[config.mk]
export PLATFORM = sky130hd
export DESIGN_NAME = psrl_datapath
export DESIGN_NICKNAME = d
export VERILOG_FILES = /design/src/sv/psrl_pkg.sv /design/src/sv/psrl_datapath.sv
export SDC_FILE = /design/constraint.sdc
export NUM_CORES = 2
export LEC_CHECK = 0
export ABC_AREA = 1
export BUFFER_PORTS_ARGS = -buffer_cell sky130_fd_sc_hd__clkbuf_2
export CAP_MARGIN = 0
export CORE_AREA = 2 2 508 510
export CTS_CLUSTER_DIAMETER = 80
export DETAILED_ROUTE_END_ITERATION = 10
export DIE_AREA = 0 0 510 512
export MAX_ROUTING_LAYER = met4
export PLACE_DENSITY = 0.64
export SLEW_MARGIN = 20
export SYNTH_ARGS = -nofsm -noshare
export SYNTH_HDL_FRONTEND = slang
export SYNTH_SLANG_ARGS = --single-unit
export TNS_END_PERCENT = 50
[constraint.sdc]
create_clock -name i_clk -period 9.8 [get_ports i_clk]
set_input_delay 1.47 -clock i_clk [delete_from_list [all_inputs] [get_ports i_clk]]
set_output_delay 1.47 -clock i_clk [all_outputs]
set_load 0.005 [all_outputs]
[src/sv/psrl_pkg.sv]
// Package for the per-source rate limiter: table entry layout, controller
// command and status bundles, state codes and register indexes. No dependencies.
package psrl_pkg;

    localparam logic [7:0]  COUNT_MAX          = 8'd255;
    localparam logic [7:0]  MAX_ATTEMPTS_RST   = 8'd5;
    localparam logic [15:0] WINDOW_SECONDS_RST = 16'd60;

    localparam int CFG_DATA_W  = 16;
    localparam int CFG_INDEX_W = 1;

    localparam logic [CFG_INDEX_W-1:0] REG_MAX_ATTEMPTS   = 1'd0;
    localparam logic [CFG_INDEX_W-1:0] REG_WINDOW_SECONDS = 1'd1;

    typedef struct packed {
        logic [31:0] address;
        logic [7:0]  count;
        logic [31:0] win_origin;
    } t_entry;

    typedef struct packed {
        logic start;     // latch the request, restart the scan
        logic scan;      // issue the next table read, check the previous one
        logic capture;   // compute the entry update and the verdict
        logic write;     // write the entry back, advance the pointer on a miss
        logic load_out;  // move the verdict into the output register
    } t_ctl_cmd;

    typedef struct packed {
        logic hit;
        logic miss;
        logic out_busy;
    } t_ctl_stat;

    typedef enum logic [3:0] {
        S_IDLE  = 4'b0001,
        S_SCAN  = 4'b0010,
        S_WRITE = 4'b0100,
        S_DONE  = 4'b1000
    } t_state;

endpackage

[src/sv/psrl_datapath.sv]
// Datapath of the per-source rate limiter: config registers, entry memory,
// scan counters, update arithmetic and output register. Depends on psrl_pkg.
module psrl_datapath
    import psrl_pkg::*;
#(
    parameter int TABLE_ENTRIES = 32
) (
    input  logic                   i_clk,
    input  logic                   i_rst_n,
    input  logic                   i_cfg_we,
    input  logic [CFG_INDEX_W-1:0] i_cfg_index,
    input  logic [CFG_DATA_W-1:0]  i_cfg_data,
    input  logic [31:0]            i_source_address,
    input  logic [31:0]            i_now_seconds,
    output logic                   o_out_valid,
    input  logic                   i_out_ready,
    output logic                   o_blocked,
    input  t_ctl_cmd               i_cmd,
    output t_ctl_stat              o_stat
);

    localparam int IW = $clog2(TABLE_ENTRIES);
    localparam int CW = $clog2(TABLE_ENTRIES + 1);

    logic [7:0]  r_max_attempts;
    logic [15:0] r_window_seconds;

    always_ff @(posedge i_clk) begin
        if (!i_rst_n) begin
            r_max_attempts   <= MAX_ATTEMPTS_RST;
            r_window_seconds <= WINDOW_SECONDS_RST;
        end else if (i_cfg_we) begin
            unique case (i_cfg_index)
                REG_MAX_ATTEMPTS:   r_max_attempts   <= i_cfg_data[7:0];
                REG_WINDOW_SECONDS: r_window_seconds <= i_cfg_data;
                default: ;
            endcase
        end
    end

    // request latch
    logic [31:0] r_address;
    logic [31:0] r_now;

    always_ff @(posedge i_clk) begin
        if (i_cmd.start) begin
            r_address <= i_source_address;
            r_now     <= i_now_seconds;
        end
    end

    // Entries are filled in pointer order, so index < pointer is valid until
    // the pointer first wraps; after that every entry is valid.
    logic [IW-1:0] r_ptr;
    logic          r_full;
    logic [CW-1:0] limit;

    assign limit = r_full ? CW'(TABLE_ENTRIES) : CW'(r_ptr);

    // entry memory
    t_entry        r_mem [TABLE_ENTRIES];
    t_entry        r_mem_q;
    t_entry        r_wr_entry;
    logic [IW-1:0] r_wr_idx;
    logic [CW-1:0] r_rd_idx;
    logic [CW-1:0] r_chk_idx;
    logic          r_chk_vld;
    logic          r_is_miss;
    logic          r_res_blocked;

    always_ff @(posedge i_clk) begin
        if (i_cmd.scan && (r_rd_idx < limit)) begin
            r_mem_q <= r_mem[r_rd_idx[IW-1:0]];
        end
        if (i_cmd.write) begin
            r_mem[r_wr_idx] <= r_wr_entry;
        end
    end

    always_ff @(posedge i_clk) begin
        if (!i_rst_n) begin
            r_rd_idx  <= '0;
            r_chk_idx <= '0;
            r_chk_vld <= 1'b0;
        end else if (i_cmd.start) begin
            r_rd_idx  <= '0;
            r_chk_vld <= 1'b0;
        end else if (i_cmd.scan) begin
            if (r_rd_idx < limit) begin
                r_chk_idx <= r_rd_idx;
                r_chk_vld <= 1'b1;
                r_rd_idx  <= r_rd_idx + CW'(1);
            end else begin
                r_chk_vld <= 1'b0;
            end
        end
    end

    logic match;
    logic last;

    assign match = r_chk_vld && (r_mem_q.address == r_address);
    assign last  = r_chk_vld && (r_chk_idx == limit - CW'(1));

    assign o_stat.hit      = i_cmd.scan && match;
    assign o_stat.miss     = i_cmd.scan && !match && ((limit == '0) || last);
    assign o_stat.out_busy = o_out_valid && !i_out_ready;

    // update arithmetic
    logic [31:0] elapsed;
    logic        expired;
    logic [7:0]  count_inc;

    assign elapsed   = r_now - r_mem_q.win_origin;
    assign expired   = elapsed > {16'd0, r_window_seconds};
    assign count_inc = (r_mem_q.count == COUNT_MAX) ? COUNT_MAX : r_mem_q.count + 8'd1;

    always_ff @(posedge i_clk) begin
        if (i_cmd.capture) begin
            r_wr_entry.address <= r_address;
            r_is_miss          <= !match;
            if (!match) begin
                r_wr_idx              <= r_ptr;
                r_wr_entry.count      <= 8'd1;
                r_wr_entry.win_origin <= r_now;
                r_res_blocked         <= 1'b0;
            end else if (expired) begin
                r_wr_idx              <= r_chk_idx[IW-1:0];
                r_wr_entry.count      <= 8'd1;
                r_wr_entry.win_origin <= r_now;
                r_res_blocked         <= 1'b0;
            end else begin
                r_wr_idx              <= r_chk_idx[IW-1:0];
                r_wr_entry.count      <= count_inc;
                r_wr_entry.win_origin <= r_mem_q.win_origin;
                r_res_blocked         <= count_inc > r_max_attempts;
            end
        end
    end

    // replacement pointer
    always_ff @(posedge i_clk) begin
        if (!i_rst_n) begin
            r_ptr  <= '0;
            r_full <= 1'b0;
        end else if (i_cmd.write && r_is_miss) begin
            if (r_ptr == IW'(TABLE_ENTRIES - 1)) begin
                r_ptr  <= '0;
                r_full <= 1'b1;
            end else begin
                r_ptr <= r_ptr + IW'(1);
            end
        end
    end

    // output register
    logic r_out_vld;
    logic r_out_blocked;

    always_ff @(posedge i_clk) begin
        if (!i_rst_n) begin
            r_out_vld <= 1'b0;
        end else if (i_cmd.load_out) begin
            r_out_vld <= 1'b1;
        end else if (i_out_ready) begin
            r_out_vld <= 1'b0;
        end
    end

    always_ff @(posedge i_clk) begin
        if (i_cmd.load_out) begin
            r_out_blocked <= r_res_blocked;
        end
    end

    assign o_out_valid = r_out_vld;
    assign o_blocked   = r_out_blocked;

endmodule

==> summary.md <==
| Metric | Value |
|---|---|
| Met2 Track Usage GR | 0.357 |
| XOR/XNOR Fraction of Synth Area | 0.00259 |
| Critical Path Slowest Stage Cell | dfxtp_4 |
| Fmax achieved | 204 MHz |
| Clock latency at the later pin of the worst-skew pair | 0.93 ns |
| Hold WC Path Type | reg2reg |
| Final HPWL from detailed placement | 160000 um |
| Gpl congestion | 0.880 |
| Worst path max stage delay | 0.94 ns |
| Number of fill cells | 22400 |
| Syn_nets | 7951 |
| Tot Pwr | 23.7 mW |
| RSZ-0062 raised after global routing | no |
| PwrDens | 207 nW/um2 |
| Cts hold-fix bufs | 0 |
| Largest net degree at the start of global routing | 208 |
| Num CTS Buffers | 281 |
| Vias in the first global route | 64000 |
| Largest family of logic cells by synthesized area | compound AO/OA/AOI/OAI gates |
| Pre-Repair DR Iteration Count | 6 |
| Mapped Area | 102000 um2 |
| Full die area | 261000 um2 |
| Bufs and invs on worst path | 3 |
| Row cnt | 186 |
| Adder-cell share of the synthesized area | 0.00820 |
| Setup Skew | 0.0639 ns |
| CTS sink cnt | 2564 |
| Cell repeated most along the worst path | buf_4 |
| WL per Instance | 26.4 um |
| DIE HEIGHT | 512 um |
| GRT Total Usage | 0.231 |
| Top delay family on crit path | buffers and inverters |
| Top cells by instance count after synthesis | edfxtp_1, nor2_1, o21ai_0 |
| Period utilization | 0.499 |
| Status | complete, no violations |
| Sequential area share after synthesis | 0.753 |
| Post-route ant nets | 0 |
| Most frequent cell after synthesis | edfxtp_1 |
| Most used DFF post-synth | edfxtp_1 |
| Io pins | 95 |
| Post-synth top area cell | edfxtp_1 |
| Setup_tns | 0 ns |
| H-Tree Depth | 5 |
| Synthesized flop and latch total | 2564 |
| Total setup buffers inserted after CTS | 0 |
| Final net count | 7988 |
| Post-route DRC violation count | 0 |
| GRT overflow | 0 |
| Simple-gate share of the synthesized area | 0.0879 |
| Initial Utilization | 0.397 |
| Clock Tree Root | clkbuf_16 |
| Crit start category | register |
| EDFF count, synth | 2520 |
| Data arrival, critical path | 5.50 ns |
| CP endpoint kind | register |
| Yosys warning count | 0 |
| Final hold violations | 0 |
| Fin crit period | 4.89 ns |
| Post-Syn Instances | 7795 |
| Multiplexer share of the synthesized area | 0 |
| Max VDD drop | 0.247 mV |
| Final slew viol count | 0 |
| GR Util met3 | 0.0403 |
| Via-to-Cell Ratio | 5.87 |
| Layout cells sized above 1 | 0.0856 |
| Worst rel slew slack | 0.191 |
| Post_cts resized | 0 |
| Clock transition at path regs | 0.06 ns |
| Req. time, crit path | 10.40 ns |
| Finished layout cell area | 115000 um2 |
| Placed Area | 106000 um2 |
| Library cells used by synthesis | 46 |
| Worst-path maximum fanout | 150 |
| Port-buffer cells | 94 |
| First-pass GRT wire length | 436000 um |
| Final setup vio count | 0 |
| Grt peak-use layer | met2 |
| Slew at the pin with the worst max-slew slack | 1.21 ns |
| Synth area leaders | edfxtp_1, o21ai_0, nor2_1, nand2_1, o22ai_1 |
| Antenna violations before repair | 15 |
| DR vias | 67000 |
| Die width | 510 um |
| Crit Path Class | reg2reg |
| Asr flop ratio synth | 0 |
| CTS tree | done |
| Bufs on Longest Clock Path | 4 |
| CP cell instances | buf_12 -> buf_4 -> buf_4 -> o21ai_0 -> o22ai_1 -> o221ai_1 -> a31oi_1 |
| Post-synth top area share | 0.745 |
| Core Area | 256000 um2 |
| Leakage | 38.2 nW |
| Area added between synthesis and finish | 13.0% |
| Synth Area in Compound Gates | 0.118 |
| Max cap viols | 0 |
| M1 GR Usage | 0.312 |
| Post-synthesis average cell area | 13.0 um2 |
| First DRT Iteration DRCs | 9512 |
| Total wire length | 301000 um |
==> metal layers <==
metal / vias to the layer above / share of wire
met5: - / 0
met4: 0 / 0.031
met3: 543 / 0.10
met2: 3932 / 0.47
met1: 33600 / 0.40
li1: 28900 / -
==> layout make-up <==
cell class | instances | area (um2) | share of cell area
clock inverters | 134 | 937 | 0.00816
clock buffers | 340 | 7430 | 0.0647
flip-flops and latches | 2564 | 76600 | 0.667
well taps | 3384 | 4230 | 0.0369
multi-input cells | 4453 | 22300 | 0.194
inverters | 282 | 1110 | 0.00963
diodes | 10 | 25.0 | 0.000218
repair buffers | 250 | 2240 | 0.0195
==> logic make-up after synthesis <==
| group | count (synthesis) |
|---|---|
| xor gates and xnor gates | 30 |
| AOI/OAI and AO/OA | 2086 |
| adders and majority gates | 66 |
| DFF | 2564 |
| buffers and inverters | 778 |
| and+or+nand+nor | 2271 |
==> registers in the layout, indices dropped and copies added, names as in the netlist, 5 cells and up <==
| register | cells |
|---|---|
| r_mem | 2304 |
| r_mem_q | 72 |
| r_wr_entry | 72 |
| r_address | 32 |
| r_now | 32 |
| r_window_seconds | 16 |
| r_max_attempts | 8 |
| r_chk_idx | 6 |
| r_rd_idx | 6 |
| r_ptr | 5 |
| r_wr_idx | 5 |
==> stage by stage <==
stage          setup WS, ns  hold slack [ns]   util  cells
2_1_floorplan          4.57            0.400      -   7795
3_3_place_gp           4.90            0.416  0.413  10900
3_5_place_dp           4.78            0.439  0.414  10900
4_1_cts                5.00            0.457  0.447  11400
5_1_grt                4.60            0.467  0.449  11400
6_report               4.91            0.456  0.449  11400
==> layout by cell type (no fill, tap or decap), types with 6 or more instances in the layout <==
cell type / n
inv_1: 269
o211a_1: 6
edfxtp_1: 2520
nand2_1: 652
nor2_4: 35
clkinv_1: 62
a41oi_1: 13
o21ai_1: 7
nor2_1: 1316
clkbuf_1: 49
clkbuf_2: 92
bufinv_16: 11
o21ai_0: 1223
clkinv_2: 48
nand4_1: 13
o211ai_1: 13
buf_12: 15
ha_1: 65
diode_2: 10
a31oi_1: 104
nand3_1: 184
inv_6: 10
nor2_2: 12
clkbuf_16: 288
buf_4: 101
o22ai_1: 365
xnor2_1: 7
nor3_1: 43
buf_16: 8
xor2_1: 23
dfxtp_1: 40
o221ai_1: 211
buf_8: 31
a21oi_1: 123
a211oi_1: 12
==> where the power goes <==
part           internal [mW]  switching, mW  total (mW)
Clock                   5.66           4.18        9.84
Combinational          0.403           1.04        1.44
Sequential              12.3          0.181        12.4
Total                   18.3           5.40        23.7
==> final timing paths <==
path,endpoint,slack [ns],depth (start not counted),from
worst min register to register,o_blocked,0.46,0,r_res_blocked
worst max register to register,r_mem_q[14],4.91,7,r_rd_idx[0]
worst min-delay path,o_blocked,0.46,0,r_res_blocked
worst max-delay path,r_mem_q[14],4.91,7,r_rd_idx[0]
Power figures use the tool's default switching activity.
