## src/sv/psrl_pkg.sv

```systemverilog
// Package for the per-source rate limiter: table entry layout, controller
// command and status bundles, state codes and register indexes. No dependencies.
package psrl_pkg;

    localparam logic [7:0]  COUNT_MAX          = 8'd255;
    localparam logic [7:0]  MAX_ATTEMPTS_RST   = 8'd5;
    localparam logic [15:0] WINDOW_SECONDS_RST = 16'd60;

    localparam int CFG_DATA_W  = 16;
    localparam int CFG_INDEX_W = 1;

    localparam logic [CFG_INDEX_W-1:0] REG_MAX_ATTEMPTS   = 1'd0;
    localparam logic [CFG_INDEX_W-1:0] REG_WINDOW_SECONDS = 1'd1;

    typedef struct packed {
        logic [31:0] address;
        logic [7:0]  count;
        logic [31:0] win_origin;
    } t_entry;

    typedef struct packed {
        logic start;     // latch the request, restart the scan
        logic scan;      // issue the next table read, check the previous one
        logic capture;   // compute the entry update and the verdict
        logic write;     // write the entry back, advance the pointer on a miss
        logic load_out;  // move the verdict into the output register
    } t_ctl_cmd;

    typedef struct packed {
        logic hit;
        logic miss;
        logic out_busy;
    } t_ctl_stat;

    typedef enum logic [3:0] {
        S_IDLE  = 4'b0001,
        S_SCAN  = 4'b0010,
        S_WRITE = 4'b0100,
        S_DONE  = 4'b1000
    } t_state;

endpackage

```

## src/sv/psrl_ctrl.sv

```systemverilog
// Controller of the per-source rate limiter: sequences accept, scan, write-back
// and result hand-off. Depends on psrl_pkg.
module psrl_ctrl
    import psrl_pkg::*;
(
    input  logic      i_clk,
    input  logic      i_rst_n,
    input  logic      i_in_valid,
    output logic      o_in_ready,
    output t_ctl_cmd  o_cmd,
    input  t_ctl_stat i_stat
);

    t_state r_state, n_state;

    always_ff @(posedge i_clk) begin
        if (!i_rst_n) begin
            r_state <= S_IDLE;
        end else begin
            r_state <= n_state;
        end
    end

    always_comb begin
        n_state = r_state;
        o_cmd   = '0;
        unique case (r_state)
            S_IDLE: begin
                if (i_in_valid) begin
                    o_cmd.start = 1'b1;
                    n_state     = S_SCAN;
                end
            end
            S_SCAN: begin
                o_cmd.scan = 1'b1;
                if (i_stat.hit || i_stat.miss) begin
                    o_cmd.capture = 1'b1;
                    n_state       = S_WRITE;
                end
            end
            S_WRITE: begin
                o_cmd.write = 1'b1;
                n_state     = S_DONE;
            end
            S_DONE: begin
                // hold until the output register is free
                if (!i_stat.out_busy) begin
                    o_cmd.load_out = 1'b1;
                    n_state        = S_IDLE;
                end
            end
            default: begin
                n_state = S_IDLE;
            end
        endcase
    end

    assign o_in_ready = (r_state == S_IDLE);

endmodule

```

## config.mk

```make
export PLATFORM = sky130hd
export DESIGN_NAME = psrl_ctrl
export DESIGN_NICKNAME = d
export VERILOG_FILES = /design/src/sv/psrl_pkg.sv /design/src/sv/psrl_ctrl.sv
export SDC_FILE = /design/constraint.sdc
export NUM_CORES = 1
export LEC_CHECK = 0
export ABC_AREA = 1
export BUFFER_PORTS_ARGS = -buffer_cell sky130_fd_sc_hd__buf_2
export CORE_AREA = 4 4 41 43
export CTS_CLUSTER_SIZE = 30
export DETAILED_ROUTE_END_ITERATION = 16
export DIE_AREA = 0 0 45 47
export PLACE_DENSITY = 0.36
export SLEW_MARGIN = 20
export SYNTH_ARGS = -nofsm -noshare
export SYNTH_HDL_FRONTEND = slang
export SYNTH_SLANG_ARGS = --single-unit
```

## constraint.sdc

```tcl
create_clock -name i_clk -period 2.1 [get_ports i_clk]
set_input_delay 0.42 -clock i_clk [delete_from_list [all_inputs] [get_ports i_clk]]
set_output_delay 0.42 -clock i_clk [all_outputs]
set_load 0.02 [all_outputs]
```

==> qor.yml, run 1 <==
layout:
  seq_area_um2: 80.1
  finish.utilization: 0.249
  nNetsFinal: 57
  n_antenna_cell: 0
  nFillCells: 160
  post-route-cell-area_um2: 324
  final_layout_size_suffix_gt1_frac: 0.408
  largest_reg_flops: 4
  multi_input_area_um2: 118
  syn2layout_area_growth_pct: 42.3
  top_regs: "r_state (4)"
  top_register: "r_state"
drt:
  wl_um: 535
  antenna_left: 0
  num_vias: 241
  drt_iter0_drc: 3
  viasPerCell: 3.77
  drc: 0
  avgRoutedWirePerCell_um: 8.36
  drtPass1Iterations: 4
timing:
  hold_violations: 0
  setup_viol: 0
  maxSlewViolCount: 0
  skew_ns: 0.00152
  setup_tns_ns: 0
  rsz0062_at_grt: "false"
  fin_crit_sh: 0.745
  max_freq_mhz: 639
  period_minus_slack_ns: 1.56
  maxSlewHeadroom: 0.875
  tightest_slew_ns: 0.187
  hold_ws_ns: 0.464
die:
  start_util: 0.175
  io-pin-count: 12
  dieArea_mm2: 0.00212
  coreArea_mm2: 0.00130
  die_w_um: 45
  die_y_um: 47
  fp-row-count: 13
synth:
  yosys.area_share.adder: 0
  syn_nets: 41
  synthCells: 35
  postSynthAreaPerCell_um2: 6.51
  synth_area_leaders: "dfxtp_1, inv_1, nand3_1, nor2_1, nand2_2"
  synth-warning-count: 0
  synth_top_area_frac: 0.352
  syn_area_um2: 228
  synth_simple_gate_area_share: 0.423
  yosys_register_bits: 4
  synth_cell_type_count: 13
  synth_area_leader_cell: "dfxtp_1"
  synth_xor_area_frac: 0
  seq_area_frac_synth: 0.352
  muxShareOfSynthArea: 0
  synth_top_family_by_area: "simple AND/OR/NAND/NOR gates"
  synth_compound_area_frac: 0.0934
placement:
  port_buffers: 11
  placed_cell_area_um2: 302
  gp_congestion: 0.689
  post-dp-hpwl_um: 450
global_route:
  grt_pass1_wl_um: 945
  grtUsageTotal: 0.0647
  grt_max_degree: 5
  top_usage_layer: "met2"
  overflow: 0
  use_met3: 0.0421
  grt_pass1_vias: 258
  antenna_found_initial: 0
  grt_use_met1: 0.0748
  met2_usage: 0.0819
critical_path:
  arrival_ns: 1.14
  cp-end-kind: "output pin"
  cp-start-kind: "register"
  worstSetupPathType: "reg2out"
  r2r_slack_ns: 1.14
  crit_required_ns: 1.68
  cp_max_fo: 4
cts:
  cts.repair.resized: 0
  clkTransAtPathRegs_ns: 0.03
  ctsLongestPathBuffers: 2
  cts-root-buf: "clkbuf_4"
  h-tree-depth: 1
  numCtsBuffers: 3
  clk_latency_ns: 0.23
  cts.sinks: 4
  post-cts-setup-buffers: 0
  postCtsHoldBufs: 0
  cts_tree: "yes"
run:
  max_cap_viol_count: 0
pwr:
  peakVddDrop_uv: 194
  total_leakage_power_nw: 0.191
  power_density_mw_per_mm2: 715
worst_hold_path:
  hold_class: "in2reg"
status:
  outcome: "complete, no violations"
synth_stat cells, drive strengths merged:
cell	count
a21oi	2
dfxtp	4
inv	8
nand2	5
nand3	5
nand3b	1
nor2	8
nor3	1
o21bai	1
layer usage:
metal	share of wire	up-vias	routed length, um
met5	0	-	0
met4	0.0075	0	4
met3	0.16	2	84
met2	0.33	16	174
met1	0.51	85	272
li1	-	138	-
final timing paths:
kind / startpoint / end / cells past startpoint
worst max-delay path: r_state[1]$_SDFFE_PN0P_ / o_cmd[2] / 5
worst min-delay path: i_in_valid / r_state[1]$_SDFFE_PN0P_ / 3
worst max register to register: r_state[1]$_SDFFE_PN0P_ / r_state[0]$_SDFFE_PN1P_ / 5
worst min register to register: r_state[2]$_SDFFE_PN0P_ / r_state[3]$_SDFFE_PN0P_ / 2
critical path, stage by stage, from the launching register on:
cell,delay [ns]
dfxtp_1,0.36
inv_1,0.05
nor2_1,0.13
nand2_1,0.12
nor2_1,0.09
buf_2,0.16
placed cells by master, fill, tap and decap left out:
cell and n:
buf_2 11, inv_1 7, nor2_1 6, nand3_1 5, dfxtp_1 4, nand2_1 3, clkbuf_4 3, nor2_2 2
nand2_2 2, inv_2 1, nor3_1 1, a21oi_2 1, nand3b_1 1, o21bai_1 1, a21oi_1 1
where the power goes:
group / internal (W) / total (W) / leakage (nW) / switching (W)
registers: 0.0000813 / 0.0000849 / 0.0327 / 0.00000368
clock network: 0.0000637 / 0.0000919 / 0.0138 / 0.0000282
logic: 0.0000204 / 0.0000547 / 0.144 / 0.0000343
area by class of cell:
class | count | area share
repair buffers | 11 | 0.170
flip-flops and latches | 4 | 0.247
well taps | 15 | 0.0579
multi-input cells | 23 | 0.363
inverters | 8 | 0.0927
clock buffers | 3 | 0.0695
cells by family (layout without fill, tap and decap cells):
family                 after synthesis  in the layout
AO/OA/AOI/OAI                        3              3
flip-flops                           4              4
AND/OR/NAND/NOR                     20             20
buffers and inverters                8             22
metrics by stage:
stage / std cells / setup WS (ns) / total power (W)
after CTS: 64 / 0.513 / 0.000238
after detailed placement: 61 / 0.759 / 0.000141
final: 64 / 0.535 / 0.000232
after floorplan: 35 / 0.804 / 0.000124
after global routing: 64 / 0.431 / 0.000247
after global placement: 61 / 0.738 / 0.000142
(Power assumes the default switching activity.)
==> inputs of run 2 (changes only) <==
- ABC_AREA: 1 -> 0
- PLACE_DENSITY: 0.36 -> 0.39
- clock period: 2.1 -> 1.4 ns (I/O delays scaled with it)
==> run 2 against run 1 <==
The run now ends with setup timing left. Design area rose by 54%. Setup slack got worse by 0.61 ns. Via count rose by 16%. First-iteration DRC count fell by 100%. Register-to-register slack got worse by 1.1 ns. Combinational power rose to 2.6 times the previous value. Cell count fell by 1.6%. Hold slack got worse by 0.17 ns. Total power rose by 86%.
==> qor.yml, run 2 <==
die:
  die_y_um: 47
  dieArea_mm2: 0.00212
  io-pin-count: 12
  start_util: 0.198
  coreArea_mm2: 0.00130
  fp-row-count: 13
  die_w_um: 45
synth:
  synth_area_leaders: "dfxtp_1, nor4b_4, nor2b_1, nor4b_2, a21bo_2"
  synth_area_leader_cell: "dfxtp_1"
  postSynthAreaPerCell_um2: 10.3
  synth_top_family_by_area: "simple AND/OR/NAND/NOR gates"
  yosysMostFrequentCell: "dfxtp_1"
  synth_compound_area_frac: 0.170
  async_flop_share: 0
  synthCells: 25
  synth-warning-count: 0
  muxShareOfSynthArea: 0
  synth_common_cells: "dfxtp_1, nor2b_1, inv_1, nor4b_4"
  yosys_register_bits: 4
  synth_simple_gate_area_share: 0.456
  synth_xor_area_frac: 0.0340
  syn_area_um2: 258
  yosys.area_share.adder: 0
  synth_enable_flop_cells: 0
  seq_area_frac_synth: 0.311
  synth_cell_type_count: 18
  synthFlopType: "dfxtp_1"
  syn_nets: 31
  synth_top_area_frac: 0.311
critical_path:
  slowest_stage: "dfxtp_4"
  cp_cell_sequence: "nor4b_4, nor2b_4, buf_6"
  r2r_cells: 6
  startpoint: "r_state[2]$_SDFFE_PN0P_"
  r2r_end: "r_state[1]$_SDFFE_PN0P_"
  cpPeakStageDelay_ns: 0.37
  worstSetupPathType: "reg2out"
  cp-start-kind: "register"
  r2r_slack_ns: 0.08
  crit_required_ns: 1.12
  arrival_ns: 1.20
  cp-end-kind: "output pin"
  r2r_start: "r_state[3]$_SDFFE_PN0P_"
  cp_max_fo: 5
global_route:
  grt_use_met1: 0.0907
  met2_usage: 0.130
  antenna_found_initial: 0
  grt_pass1_wl_um: 1190
  grt_max_degree: 7
  use_met3: 0.0575
  top_usage_layer: "met2"
  grt_pass1_vias: 274
  overflow: 0
  grtUsageTotal: 0.0845
layout:
  syn2layout_area_growth_pct: 94.2
  largest_reg_flops: 4
  final_cells: 63
  final_cell_mix: "buf_4, buf_2, buf_6"
  final_layout_size_suffix_gt1_frac: 0.729
  n_antenna_cell: 0
  post-route-cell-area_um2: 500
  final_common_cell: "buf_4"
  top_regs: "r_state (4)"
  nNetsFinal: 56
  top_register: "r_state"
timing:
  maxSlewHeadroom: 0.798
  fin_crit_sh: 1.06
  hold_violations: 0
  period_minus_slack_ns: 1.48
  tightest_slew_ns: 0.301
  maxSlewViolCount: 0
  max_freq_mhz: 677
  skew_ns: 0.00625
  setup_slack_ns: -0.0772
  hold_ws_ns: 0.296
  setup_viol: 6
  rsz0062_at_grt: "true"
cts:
  cts-root-buf: "clkbuf_4"
  ctsLongestPathBuffers: 2
  cts_tree: "yes"
  h-tree-depth: 1
  clkTransAtPathRegs_ns: 0.03
  cts.sinks: 4
  clk_latency_ns: 0.24
  numCtsBuffers: 3
worst_hold_path:
  min_path_cells: 2
  worstHoldStart: "i_rst_n"
  whs_endpoint: "r_state[3]$_SDFFE_PN0P_"
  hold_class: "in2reg"
pwr:
  p_total_w: 0.000430
  peakVddDrop_uv: 391
  total_leakage_power_nw: 0.216
  power_density_mw_per_mm2: 860
status:
  violations: "setup timing"
  outcome: "complete, but fails checks"
drt:
  antenna_left: 0
  drtPass1Iterations: 1
  viasPerCell: 4.44
  wl_um: 702
  drt_iter0_drc: 0
  drc: 0
  num_vias: 280
  avgRoutedWirePerCell_um: 11.1
run:
  max_cap_viol_count: 0
placement:
  port_buffers: 11
  place_inst: 55
  gp_congestion: 0.653
  placed_cell_area_um2: 378
-- run 2: worst max-delay path by stage --
stage / end / cells past startpoint
after floorplan: o_cmd[2] / 2
after global placement: o_cmd[0] / 3
after detailed placement: o_cmd[0] / 3
after CTS: o_cmd[0] / 3
after global routing: o_cmd[2] / 3
final: o_cmd[0] / 3
-- run 2: metal layers --
| metal | routed length, um | part of all wire |
|---|---|---|
| met2 | 380 | 0.54 |
| met1 | 282 | 0.40 |
| met5 | 0 | 0 |
| met3 | 39 | 0.056 |
| met4 | 0 | 0 |
-- run 2: final cells by class --
cell class / instances / area [um^2]
inverter: 2 / 7.51
timing repair buffer: 20 / 156
multi-input combinational: 19 / 203
tap: 15 / 18.8
sequential: 4 / 92.6
clock buffer: 3 / 22.5
fill: 152 / 801
-- run 2: logic make-up (layout without fill, tap and decap cells) --
kind of cell | count (synthesis) | in the layout
buffers and inverters | 2 | 25
AND/OR/NAND/NOR | 12 | 12
XOR/XNOR | 1 | 1
AO/OA/AOI/OAI | 6 | 6
flip-flops | 4 | 4
-- run 2: report_power, final --
group          leakage [nW]  switching (W)  total, W  internal (W)
logic                 0.167      0.0000551  0.000144     0.0000892
registers            0.0348      0.0000191  0.000140      0.000121
clock network        0.0138      0.0000493  0.000145     0.0000960
-- run 2: metrics by stage --
stage / setup slack [ns] / TNS [ns] / utilization
3_3_place_gp: 0.00456 / 0 / 0.290
4_1_cts: -0.113 / -0.495 / 0.364
6_report: -0.0772 / -0.369 / 0.385
3_5_place_dp: -0.00596 / -0.00596 / 0.290
2_1_floorplan: -0.0585 / -0.0938 / -
5_1_grt: -0.144 / -0.737 / 0.385
-- run 2: critical path, delay by kind of cell (launching register included) --
family | cells | cell delay, ns
and+or+nand+nor | 2 | 0.48
DFF | 1 | 0.37
buffers and inverters | 1 | 0.12
-- run 2: what timing repair did --
item,CTS,global route
buffers inserted,4,2
setup endpoints to repair,6,8
hold buffers,0,0
resized for setup,16,5
pin swaps,3,6
==> inputs of run 3 (changes only) <==
- RECOVER_POWER: unset -> 50
- clock period: 1.4 -> 1.3 ns (I/O delays scaled with it)
==> run 3 against run 2 <==
The run still ends with setup timing left. Critical path depth rose by 1. Design area rose by 1.0%. Hold slack got worse by 0.016 ns. Sequential power rose by 14%. Non-clock buffer count fell by 2. Combinational power fell by 4%. Clock skew fell by 0.0060 ns. Wire length rose by 0.43%. Register-to-register slack got worse by 0.05 ns. Utilization rose by 0.38 points.
==> qor.yml, run 3 (synthesis results as in run 2) <==
pwr:
  p_seq_frac: 0.352
  internal_power_w: 0.000318
  swShare: 0.296
  power_density_mw_per_mm2: 892
  peakVddDrop_uv: 374
  p_total_w: 0.000451
  p_comb_frac: 0.307
  switchingPower_w: 0.000133
  total_leakage_power_nw: 0.208
  p_clk_frac: 0.341
global_route:
  grt_pass1_wl_um: 1150
  grtUsageTotal: 0.0798
  overflow: 0
  grt_pass1_vias: 274
  antenna_found_initial: 0
  grt_max_degree: 7
critical_path:
  cp_max_fo: 4
  slowest_stage: "dfxtp_2"
  cp_cell_sequence: "buf_12, nor4b_4, and2_4, buf_6"
  cp-start-kind: "register"
  crit_required_ns: 1.04
  crit_buf_inv: 2
  critPathTopFamily: "simple AND/OR/NAND/NOR gates"
  cp-end-kind: "output pin"
  worstSetupPathType: "reg2out"
  arrival_ns: 1.23
  cpPeakStageDelay_ns: 0.33
timing:
  max_freq_mhz: 669
  period_minus_slack_ns: 1.49
  hold_violations: 0
  tightest_slew_ns: 0.330
  setup_viol: 6
  hold_ws_ns: 0.279
  maxSlewViolCount: 0
  fin_crit_sh: 1.15
  skew_ns: 0.000213
  setup_slack_ns: -0.195
  maxSlewHeadroom: 0.779
  rsz0062_at_grt: "true"
placement:
  gp_congestion: 0.663
  place_inst: 55
  placed_cell_area_um2: 402
  port_buffers: 11
  post-dp-hpwl_um: 535
drt:
  drt_iter0_drc: 0
  num_vias: 249
  antenna_left: 0
  wl_um: 705
  drtPass1Iterations: 1
  avgRoutedWirePerCell_um: 11.6
  viasPerCell: 4.08
  drc: 0
layout:
  syn2layout_area_growth_pct: 96.1
  top_regs: "r_state (4)"
  nNetsFinal: 54
  final_layout_size_suffix_gt1_frac: 0.739
  n_antenna_cell: 0
  top_register: "r_state"
  nFillCells: 145
  largest_reg_flops: 4
  final_cell_mix: "buf_2, buf_4, nor4b_4, clkbuf_4, buf_6"
  final_cells: 61
  post-route-cell-area_um2: 505
cts:
  h-tree-depth: 1
  clk_latency_ns: 0.23
  numCtsBuffers: 3
  cts-root-buf: "clkbuf_4"
  clkTransAtPathRegs_ns: 0.04
  cts.sinks: 4
  ctsLongestPathBuffers: 2
  cts_tree: "yes"
status:
  violations: "setup timing"
  outcome: "complete, but fails checks"
die:
  fp-row-count: 13
  die_w_um: 45
  start_util: 0.198
  io-pin-count: 12
  dieArea_mm2: 0.00212
  coreArea_mm2: 0.00130
  die_y_um: 47
worst_hold_path:
  hold_class: "in2reg"
run:
  max_cap_viol_count: 0
==> run 3: layer usage <==
metal	track usage	share of wire	vias to the layer above
met4	0.0877	0.021	0
met5	0	0	-
met1	0.0934	0.42	110
met3	0.0115	0.0099	2
li1	-	-	133
met2	0.119	0.54	4
==> run 3: cell type report <==
cell class	instances	area, um^2	area share
clock buffer	3	22.5	0.0446
inverter	2	7.51	0.0149
multi-input combinational	19	216	0.428
sequential	4	92.6	0.183
tap	15	18.8	0.0371
timing repair buffer	18	148	0.292
==> run 3: timing repair <==
action	in CTS	in global routing
resized for setup	12	6
pin swaps	3	2
setup buffers	2	3
hold buffers	0	0
endpoints found under the setup margin	6	8
==> run 3: final timing paths <==
check                                from                 endpoint  slack, ns  cells after the start
setup / recovery  r_state[3]$_SDFFE_PN0P_                 o_cmd[4]      -0.19                      4
hold / removal                    i_rst_n  r_state[3]$_SDFFE_PN0P_       0.28                      2
setup reg to reg  r_state[3]$_SDFFE_PN0P_  r_state[1]$_SDFFE_PN0P_       0.03                      6
hold reg to reg   r_state[3]$_SDFFE_PN0P_  r_state[0]$_SDFFE_PN1P_       0.76                      4
==> run 3: power by group through the flow <==
| stage | combinational (W) | clock (W) | sequential, W |
|---|---|---|---|
| floorplan | 0.0000765 | 0 | 0.000153 |
| global placement | 0.000117 | 0 | 0.000156 |
| detailed placement | 0.000121 | 0 | 0.000156 |
| CTS | 0.000142 | 0.000160 | 0.000154 |
| global route | 0.000150 | 0.000163 | 0.000160 |
| finish | 0.000138 | 0.000154 | 0.000159 |
==> run 3: metrics by stage <==
stage | setup slack, ns | TNS (ns) | utilization
finish | -0.195 | -1.00 | 0.388
CTS | -0.239 | -1.27 | 0.366
global route | -0.255 | -1.35 | 0.388
detailed placement | -0.0245 | -0.0245 | 0.309
floorplan | -0.0607 | -0.0973 | -
global placement | -0.00788 | -0.00788 | 0.309
==> run 3: worst reg2reg max path, cell delays in order (launching register included) <==
cell and delay (ns):
dfxtp_2 0.33, buf_12 0.13, nor4b_4 0.23, buf_4 0.17, buf_6 0.09, a22o_1 0.12
and3_1 0.15
